<file path="config.mk">
export PLATFORM = sky130hd
export DESIGN_NAME = integer_execute_unit_32
export DESIGN_NICKNAME = d
export VERILOG_FILES = /design/src/hw/rtl/ieu_pkg.sv /design/src/hw/rtl/ieu_seq_unit.sv /design/src/hw/rtl/integer_execute_unit_32.sv
export SDC_FILE = /design/constraint.sdc
export NUM_CORES = 2
export LEC_CHECK = 0
export BUFFER_PORTS_ARGS = -buffer_cell sky130_fd_sc_hd__buf_2
export CORE_MARGIN = 1.5
export CORE_UTILIZATION = 50
export DETAILED_ROUTE_END_ITERATION = 12
export GPL_TIMING_DRIVEN = 0
export PLACE_DENSITY = 0.66
export SLEW_MARGIN = 20
export SYNTH_ARGS = -nofsm -noshare
export SYNTH_HDL_FRONTEND = slang
export SYNTH_SLANG_ARGS = --single-unit
</file>
<file path="constraint.sdc">
create_clock -name clk -period 6.9 [get_ports clk]
set_input_delay 0.69 -clock clk [delete_from_list [all_inputs] [get_ports clk]]
set_output_delay 0.69 -clock clk [all_outputs]
set_load 0.005 [all_outputs]
</file>
<file path="src/hw/rtl/ieu_pkg.sv">
// Package for the integer execute unit: command, status and flag codes.
// Depends on nothing; used by ieu_seq_unit, the top level and the simulation files.
package ieu_pkg;
	typedef enum logic [3:0] {
		CMD_MOV = 4'd0, CMD_ADD = 4'd1, CMD_SUB = 4'd2, CMD_JMP = 4'd3,
		CMD_JNE = 4'd4, CMD_INC = 4'd5, CMD_CMP = 4'd6, CMD_INT = 4'd7,
		CMD_MUL = 4'd8, CMD_DEC = 4'd9, CMD_DIV = 4'd10, CMD_AND = 4'd11,
		CMD_OR = 4'd12, CMD_XOR = 4'd13, CMD_NOT = 4'd14, CMD_NOP = 4'd15
	} cmd_t;

	typedef enum logic [2:0] {
		ST_OK = 3'd0, ST_BAD_COUNT = 3'd1, ST_BAD_TYPE = 3'd2,
		ST_DIV_ZERO = 3'd3, ST_DIV_OVF = 3'd4, ST_BAD_SYSCALL = 3'd5
	} status_t;

	typedef struct packed {
		logic zf;
		logic sf;
		logic cf;
		logic of;
	} flags_t;

	typedef enum logic {
		SEQ_MUL = 1'b0,
		SEQ_DIV = 1'b1
	} seq_op_t;

	typedef struct packed {
		logic start;
		seq_op_t op;
	} seq_ctl_t;

	typedef struct packed {
		logic done;
		logic ovf;
	} seq_sts_t;

	localparam logic [31:0] INT_MIN = 32'h8000_0000;
	localparam logic [31:0] INT_MAX = 32'h7FFF_FFFF;
	localparam logic [7:0] SYSCALL_VEC = 8'h80;
	localparam int ITER = 32;
endpackage

</file>
<file path="src/hw/rtl/ieu_seq_unit.sv">
// Shift-and-add multiplier and restoring divider sharing one 33-bit adder.
// Depends on ieu_pkg; one bit per cycle, 32 iterations.
module ieu_seq_unit (
	input  logic clk,
	input  logic arst_n,
	input  ieu_pkg::seq_ctl_t ctl,
	input  logic [31:0] hi,
	input  logic [31:0] lo,
	input  logic [31:0] opnd,
	output ieu_pkg::seq_sts_t sts,
	output logic [31:0] res_hi,
	output logic [31:0] res_lo
);
	logic [31:0] hi_q;
	logic [31:0] lo_q;
	logic [31:0] opnd_q;
	logic [5:0] cnt_q;
	logic busy_q;
	ieu_pkg::seq_op_t op_q;
	logic [32:0] add_a;
	logic [32:0] add_b;
	logic [32:0] add_y;
	logic do_sub;

	always_comb begin
		do_sub = (op_q == ieu_pkg::SEQ_DIV);
		if (do_sub) begin
			add_a = {hi_q, lo_q[31]};
			add_b = ~{1'b0, opnd_q};
		end else begin
			add_a = {1'b0, hi_q};
			add_b = lo_q[0] ? {1'b0, opnd_q} : 33'd0;
		end
		add_y = add_a + add_b + {32'd0, do_sub};
	end

	always_ff @(posedge clk or negedge arst_n) begin
		if (!arst_n) begin
			busy_q <= 1'b0;
			cnt_q <= '0;
			op_q <= ieu_pkg::SEQ_MUL;
			sts <= '0;
			hi_q <= '0;
			lo_q <= '0;
			opnd_q <= '0;
		end else begin
			sts.done <= 1'b0;
			if (ctl.start) begin
				busy_q <= 1'b1;
				cnt_q <= '0;
				op_q <= ctl.op;
				hi_q <= (ctl.op == ieu_pkg::SEQ_MUL) ? 32'd0 : hi;
				lo_q <= lo;
				opnd_q <= opnd;
				sts.ovf <= (ctl.op == ieu_pkg::SEQ_DIV) && (hi >= opnd);
			end else if (busy_q) begin
				if (do_sub) begin
					// Restoring step: the remainder keeps its top bit in the carry.
					if (hi_q[31] || !add_y[32]) begin
						hi_q <= add_y[31:0];
						lo_q <= {lo_q[30:0], 1'b1};
					end else begin
						hi_q <= {hi_q[30:0], lo_q[31]};
						lo_q <= {lo_q[30:0], 1'b0};
					end
				end else begin
					hi_q <= add_y[32:1];
					lo_q <= {add_y[0], lo_q[31:1]};
				end
				cnt_q <= cnt_q + 6'd1;
				if (cnt_q == 6'(ieu_pkg::ITER - 1)) begin
					busy_q <= 1'b0;
					sts.done <= 1'b1;
				end
			end
		end
	end

	assign res_hi = hi_q;
	assign res_lo = lo_q;
endmodule

</file>
<file path="src/hw/rtl/integer_execute_unit_32.sv">
// Top level of the integer execute unit: decode, register file, flags, sequencer.
// Depends on ieu_pkg and ieu_seq_unit.
//
// channel | dir | contents
// s_axis  | in  | one decoded instruction per beat
// m_axis  | out | one result per beat
//
// Single-cycle instructions pass from the accepted beat through S_EXEC to S_OUT.
// MUL and DIV with a non-zero divisor go through S_EXEC and S_WAIT, with 32 steps of the shared adder, to S_OUT.
// arst_n clears the register file, flags and control state.
// A waiting result blocks the next beat until m_axis_tready takes it.
module integer_execute_unit_32 #(
	parameter int NUM_REGS = 8
) (
	input  logic clk,
	input  logic arst_n,
	input  logic s_axis_tvalid,
	output logic s_axis_tready,
	// command[3:0], operand_count[5:4], dest_reg[8:6], dest_is_reg[9],
	// src_reg[12:10], src_is_reg[13], imm_value[45:14], zero fill[47:46]
	input  logic [47:0] s_axis_tdata,
	output logic m_axis_tvalid,
	input  logic m_axis_tready,
	// status[2:0], jump_taken[3], jump_target[35:4], exited[36],
	// exit_value[68:37], result_value[100:69], zero_flag[101], sign_flag[102],
	// carry_flag[103], overflow_flag[104], zero fill[111:105]
	output logic [111:0] m_axis_tdata
);
	localparam int RW = (NUM_REGS > 1) ? $clog2(NUM_REGS) : 1;

	typedef enum logic [1:0] {S_IDLE, S_EXEC, S_WAIT, S_OUT} state_t;

	state_t state_q;
	logic [31:0] rf_q [NUM_REGS];
	ieu_pkg::flags_t fl_q;
	logic [47:0] ins_q;
	logic [2:0] st_q;
	logic jt_q;
	logic [31:0] tgt_q;
	logic ex_q;
	logic [31:0] code_q;
	logic [31:0] res_q;
	ieu_pkg::seq_ctl_t ctl;
	ieu_pkg::seq_sts_t sts;
	logic [31:0] seq_hi;
	logic [31:0] seq_lo;

	ieu_pkg::cmd_t cmd;
	logic [1:0] cnt;
	logic [2:0] dr;
	logic dreg;
	logic [2:0] sr;
	logic sreg;
	logic [31:0] imm;
	logic two, one, dr_ok, sr_ok;
	logic [31:0] a, b, eax, ebx, edx, r;
	logic [32:0] sum;

	always_comb begin
		cmd = ieu_pkg::cmd_t'(ins_q[3:0]);
		cnt = ins_q[5:4];
		dr = ins_q[8:6];
		dreg = ins_q[9];
		sr = ins_q[12:10];
		sreg = ins_q[13];
		imm = ins_q[45:14];
		two = (cmd == ieu_pkg::CMD_MOV) || (cmd == ieu_pkg::CMD_ADD) ||
			(cmd == ieu_pkg::CMD_SUB) || (cmd == ieu_pkg::CMD_CMP) ||
			(cmd == ieu_pkg::CMD_AND) || (cmd == ieu_pkg::CMD_OR) ||
			(cmd == ieu_pkg::CMD_XOR);
		one = (cmd == ieu_pkg::CMD_MUL) || (cmd == ieu_pkg::CMD_DIV) ||
			(cmd == ieu_pkg::CMD_NOT);
		dr_ok = 32'(dr) < NUM_REGS;
		sr_ok = 32'(sr) < NUM_REGS;
		a = dr_ok ? rf_q[RW'(dr)] : 32'd0;
		b = two ? (sreg ? (sr_ok ? rf_q[RW'(sr)] : 32'd0) : imm) : 32'd0;
		eax = rf_q[0];
		edx = (NUM_REGS > 2) ? rf_q[2 % NUM_REGS] : 32'd0;
		ebx = (NUM_REGS > 3) ? rf_q[3 % NUM_REGS] : 32'd0;
		sum = {1'b0, a} + {1'b0, ((cmd == ieu_pkg::CMD_ADD) ? b : ~b)} +
			{32'd0, cmd != ieu_pkg::CMD_ADD};
		r = sum[31:0];
	end

	assign s_axis_tready = (state_q == S_IDLE);
	assign m_axis_tvalid = (state_q == S_OUT);
	assign m_axis_tdata = {7'd0, fl_q.of, fl_q.cf, fl_q.sf, fl_q.zf, res_q, code_q, ex_q,
		tgt_q, jt_q, st_q};

	always_ff @(posedge clk or negedge arst_n) begin
		if (!arst_n) begin
			state_q <= S_IDLE;
			fl_q <= '0;
			ctl <= '0;
			ins_q <= '0;
			st_q <= '0;
			jt_q <= 1'b0;
			tgt_q <= '0;
			ex_q <= 1'b0;
			code_q <= '0;
			res_q <= '0;
			for (int i = 0; i < NUM_REGS; i++) begin
				rf_q[i] <= '0;
			end
		end else begin
			ctl.start <= 1'b0;
			unique case (state_q)
				S_IDLE: begin
					if (s_axis_tvalid) begin
						ins_q <= s_axis_tdata;
						state_q <= S_EXEC;
					end
				end
				S_EXEC: begin
					st_q <= ieu_pkg::ST_OK;
					jt_q <= 1'b0;
					tgt_q <= '0;
					ex_q <= 1'b0;
					code_q <= '0;
					res_q <= '0;
					state_q <= S_OUT;
					if (cmd == ieu_pkg::CMD_NOP) begin
					end else if ((two && cnt != 2'd2) || (one && cnt != 2'd1) || cnt == 2'd0) begin
						st_q <= ieu_pkg::ST_BAD_COUNT;
					end else if (cmd == ieu_pkg::CMD_JMP) begin
						if (dreg) st_q <= ieu_pkg::ST_BAD_TYPE;
						else begin
							jt_q <= 1'b1;
							tgt_q <= imm;
						end
					end else if (cmd == ieu_pkg::CMD_JNE) begin
						if (!fl_q.zf) begin
							jt_q <= 1'b1;
							tgt_q <= imm;
						end
					end else if (cmd == ieu_pkg::CMD_INT) begin
						if (dreg) st_q <= ieu_pkg::ST_BAD_TYPE;
						else if (imm[7:0] == ieu_pkg::SYSCALL_VEC) begin
							if (eax == 32'd1) begin
								ex_q <= 1'b1;
								code_q <= ebx;
							end else st_q <= ieu_pkg::ST_BAD_SYSCALL;
						end
					end else if (!dreg || !dr_ok) begin
						st_q <= ieu_pkg::ST_BAD_TYPE;
					end else if (two && ((cmd == ieu_pkg::CMD_ADD && !sreg) || (sreg && !sr_ok))) begin
						st_q <= ieu_pkg::ST_BAD_TYPE;
					end else begin
						case (cmd)
							ieu_pkg::CMD_MOV: begin
								res_q <= b;
								rf_q[RW'(dr)] <= b;
							end
							ieu_pkg::CMD_ADD: begin
								fl_q <= '{zf: r == 0, sf: r[31], cf: sum[32],
									of: (a[31] == b[31]) && (a[31] != r[31])};
								res_q <= r;
								rf_q[RW'(dr)] <= r;
							end
							ieu_pkg::CMD_SUB, ieu_pkg::CMD_CMP: begin
								fl_q <= '{zf: r == 0, sf: r[31], cf: a < b,
									of: (a[31] != b[31]) && (b[31] == r[31])};
								if (cmd == ieu_pkg::CMD_SUB) begin
									res_q <= r;
									rf_q[RW'(dr)] <= r;
								end
							end
							ieu_pkg::CMD_INC, ieu_pkg::CMD_DEC: begin
								logic [31:0] t;
								t = (cmd == ieu_pkg::CMD_INC) ? a + 32'd1 : a - 32'd1;
								fl_q.zf <= t == 0;
								fl_q.sf <= t[31];
								fl_q.of <= a == ((cmd == ieu_pkg::CMD_INC) ?
									ieu_pkg::INT_MAX : ieu_pkg::INT_MIN);
								res_q <= t;
								rf_q[RW'(dr)] <= t;
							end
							ieu_pkg::CMD_MUL: begin
								ctl <= '{start: 1'b1, op: ieu_pkg::SEQ_MUL};
								state_q <= S_WAIT;
							end
							ieu_pkg::CMD_DIV: begin
								if (a == 0) st_q <= ieu_pkg::ST_DIV_ZERO;
								else begin
									ctl <= '{start: 1'b1, op: ieu_pkg::SEQ_DIV};
									state_q <= S_WAIT;
								end
							end
							ieu_pkg::CMD_AND, ieu_pkg::CMD_OR, ieu_pkg::CMD_XOR: begin
								logic [31:0] l;
								l = (cmd == ieu_pkg::CMD_AND) ? (a & b) :
									(cmd == ieu_pkg::CMD_OR) ? (a | b) : (a ^ b);
								fl_q <= '{zf: l == 0, sf: l[31], cf: 1'b0, of: 1'b0};
								res_q <= l;
								rf_q[RW'(dr)] <= l;
							end
							default: begin
								res_q <= ~a;
								rf_q[RW'(dr)] <= ~a;
							end
						endcase
					end
				end
				S_WAIT: begin
					if (sts.done) begin
						state_q <= S_OUT;
						if (ctl.op == ieu_pkg::SEQ_MUL) begin
							res_q <= seq_lo;
							rf_q[0] <= seq_lo;
							if (NUM_REGS > 2) rf_q[2 % NUM_REGS] <= seq_hi;
							fl_q.cf <= seq_hi != 0;
							fl_q.of <= seq_hi != 0;
						end else if (sts.ovf) begin
							st_q <= ieu_pkg::ST_DIV_OVF;
						end else begin
							res_q <= seq_lo;
							rf_q[0] <= seq_lo;
							if (NUM_REGS > 2) rf_q[2 % NUM_REGS] <= seq_hi;
						end
					end
				end
				S_OUT: begin
					if (m_axis_tready) state_q <= S_IDLE;
				end
				default: state_q <= S_IDLE;
			endcase
		end
	end

	ieu_seq_unit u_seq (
		.clk(clk),
		.arst_n(arst_n),
		.ctl(ctl),
		.hi(edx),
		.lo(eax),
		.opnd(a),
		.sts(sts),
		.res_hi(seq_hi),
		.res_lo(seq_lo)
	);
endmodule

</file>
==> qor.yml <==
status: "finished, violations left"
failed_checks: "negative hold slack"
r2r_end: "res_q[31]$_DFFE_PN0P_"
grt_pass1_vias: 37100
cts_tree: "built"
initial_core_util_pct: 50.6
drtAntennaViolNets: 0
htree_levels: 2
synthArstFlopShare_pct: 100
fin_crit_ns: 6.90
drtIter0Drc: 6019
relSlewSlack_pct: 10.5
whs_ns: -0.0154
grt.total_usage_pct: 50.0
final_max_slew_viol_count: 0
crit_path_start_kind: "flip-flop"
gr-total-overflow: 0
drt-total-wl_um: 197000
synth_top_area_share_pct: 34.3
dieHeight_um: 278
fin_worst_skew_ns: 0.0611
syn_area_um2: 37800
route.detailed.drc: 0
clk_latency_ns: 0.69
route.detailed.wl_per_inst_um: 35.6
critPathKind: "flip-flop to flip-flop"
endpoint_kind: "flip-flop"
timing.rr.start: "ins_q[7]$_DFFE_PN0P_"
r2r_slack_ns: 0.004
crit_path_end: "res_q[31]$_DFFE_PN0P_"
rr_worst_depth: 21
final_cell_count_no_fill: 5526
numCtsBuffers: 57
final-hold-violation-count: 5
pin_count: 166
synth_area_leaders: "dfrtp_1 (34%), ha_1 (7.5%), o21ai_0 (5.7%)"
core_um2: 74600
grt_max_degree: 97
synth-seq-cells: 517
period_share_pct: 99.9
tightest_slew_ns: 1.33
ys_warn_count: 0
hp-class: "input pin to asynchronous set/reset pin"
die_width_um: 278
dp_cells: 5410
critPathMaxFanout: 10
drive_gt1_share_pct: 16.3
clk_pin_slew_worst_paths_ns: 0.06
cts_buffer_depth: 3
cp-startpoint: "ins_q[7]$_DFFE_PN0P_"
portBuffers: 156
setup_viol: 0
final_area_um2: 43100
root_buffer: "clkbuf_16"
max_cap_viol_count: 0
drt-pass1-iter-count: 10
seq_area_frac_synth_pct: 34.3
gp_congestion: 1.12
cts.sinks: 517
max_freq_ghz: 0.145
avgSynthCellArea_um2: 8.92
rows: 100
die_area_um2: 77200
dp_hpwl_um: 152000
rsz0062_at_grt: "yes"
synth_edf_count: 0
finalNetCount: 4792
vias: 39200
synthCells: 4235
antenna_found_initial: 12
vias_per_cell: 7.09
yosysTopAreaCell: "dfrtp_1"
synth_cell_types: 97
worstPathArrival_ns: 7.41
grt_pass1_wl_um: 275000
synth_flop_cell: "dfrtp_1"
area_growth_pct: 14.0
placed_cell_area_um2: 40600
required_ns: 7.41
critical path: stages, from the launching register on:
cell and delay (ns):
dfrtp_1 0.40, buf_6 0.22, buf_2 0.41, buf_4 0.35, buf_2 0.41, o21ai_0 0.15
nand2_1 0.08, and3_2 0.49, inv_1 0.40, ha_1 0.52, and2_1 0.15, clkbuf_1 0.26
nand3_1 0.21, or3_1 0.45, nor2_1 0.12, a21oi_1 0.18, a21oi_1 0.39, xor2_2 0.34
o22a_1 0.35, o2111ai_1 0.30, a221oi_1 0.45, nor2_1 0.07
registers in the layout, indices dropped and copies added (netlist names), 6 cells and up:
name          count
rf_q            160
ins_q            46
code_q           32
eax              32
ebx              32
edx              32
res_q            32
tgt_q            32
u_seq.opnd_q     32
u_seq.res_hi     32
u_seq.res_lo     32
u_seq.cnt_q       6
worst min-delay path by stage:
stage / start / endpoint / slack, ns / depth (start not counted)
global route: arst_n / u_seq.res_hi[11]$_DFFE_PN0P_ / 0.05 / 1
finish: arst_n / u_seq.res_hi[11]$_DFFE_PN0P_ / -0.02 / 1
detailed placement: res_q[11]$_DFFE_PN0P_ / res_q[11]$_DFFE_PN0P_ / 0.46 / 2
CTS: arst_n / u_seq.res_hi[11]$_DFFE_PN0P_ / 0.03 / 1
floorplan: arst_n / code_q[0]$_DFFE_PN0P_ / 0.39 / 0
global placement: res_q[11]$_DFFE_PN0P_ / res_q[11]$_DFFE_PN0P_ / 0.45 / 2
cell type report:
type | instances | area (um2)
repair buffers | 214 | 1430
plain buffers | 301 | 1300
well taps | 969 | 1210
flip-flops and latches | 517 | 12900
clock inverters | 19 | 260
diodes | 4 | 10.0
fillers | 6911 | 31500
multi-input cells | 3292 | 23700
clock buffers | 84 | 1690
inverters | 126 | 483
cell usage after synthesis, types with 24 or more instances:
| cell type | count |
|---|---|
| dfrtp_1 | 517 |
| nand3_1 | 56 |
| xor2_1 | 31 |
| inv_1 | 122 |
| a222oi_1 | 28 |
| nor4_1 | 37 |
| nor2b_1 | 25 |
| a22oi_1 | 68 |
| a211oi_1 | 69 |
| buf_1 | 26 |
| a21oi_1 | 309 |
| nand4_1 | 44 |
| nand2_1 | 517 |
| o21a_1 | 25 |
| a22o_1 | 93 |
| clkbuf_1 | 229 |
| buf_2 | 32 |
| nor2_1 | 280 |
| o211ai_1 | 34 |
| o21bai_1 | 24 |
| o21ai_0 | 433 |
| a221o_1 | 24 |
| mux2_2 | 177 |
| mux4_2 | 59 |
| and3_1 | 29 |
| ha_1 | 227 |
| o31ai_1 | 24 |
| nor3_1 | 38 |
| a31oi_1 | 34 |
| xnor2_1 | 73 |
| a221oi_1 | 59 |
| mux2i_1 | 129 |
| a21o_1 | 100 |
per-layer routing:
| layer | up-vias | wire, um | track usage [%] |
|---|---|---|---|
| met2 | 2918 | 81300 | 72.7 |
| met5 | - | 112 | 0.500 |
| li1 | 16300 | - | - |
| met4 | 12 | 19200 | 38.0 |
| met3 | 938 | 25400 | 18.1 |
| met1 | 19100 | 70700 | 60.3 |
placed cells by master, fill, tap and decap left out, types with 29 or more instances in the layout:
cell type	instances
nand2_1	516
o211ai_1	34
a21oi_1	299
a22oi_1	68
xnor2_1	70
inv_1	120
xor2_1	29
mux4_2	59
nand4_1	44
clkbuf_1	224
o21ai_0	422
buf_4	45
a221oi_1	46
nor2_1	276
a21o_1	100
buf_2	191
mux2i_1	121
nor3_1	33
dfrtp_1	517
mux2_2	177
ha_1	227
clkbuf_16	58
nor4_1	36
a211oi_1	47
nand3_1	56
a22o_1	93
cell families (layout without fill, tap and decap cells):
logic type / count (synthesis) / count (layout) / synth area share, %
buffers and inverters: 432 / 744 / 4.63
AO/OA/AOI/OAI: 1458 / 1458 / 25.4
other: 1 / 11 / 0.00993
AND/OR/NAND/NOR: 1126 / 1126 / 13.3
flip-flops: 517 / 517 / 34.3
XOR/XNOR: 104 / 104 / 2.41
adder cells (fa/ha/maj): 231 / 231 / 7.73
multiplexers: 366 / 366 / 12.3
stage by stage:
| stage | setup slack, ns | TNS, ns | utilization, % |
|---|---|---|---|
| floorplan | 1.69 | 0 | - |
| global placement | -5.95 | -3453.94 | 53.3 |
| detailed placement | -0.993 | -76.37 | 54.5 |
| global route | -0.0115 | -0.0115 | 57.7 |
| finish | 0.00433 | 0 | 57.7 |
| CTS | 0.00216 | 0 | 57.3 |
what timing repair did:
action | 4_1_cts | 5_1_grt
buffers inserted | 5 | 9
endpoints found under the setup margin | 185 | 152
gates resized for setup | 40 | 48
pin swaps | 1 | 5
hold buffers | 0 | 0
Power is left out: the tool's default activity adds up to more than one toggle a clock period on the data nets, which glitch-free logic cannot reach.
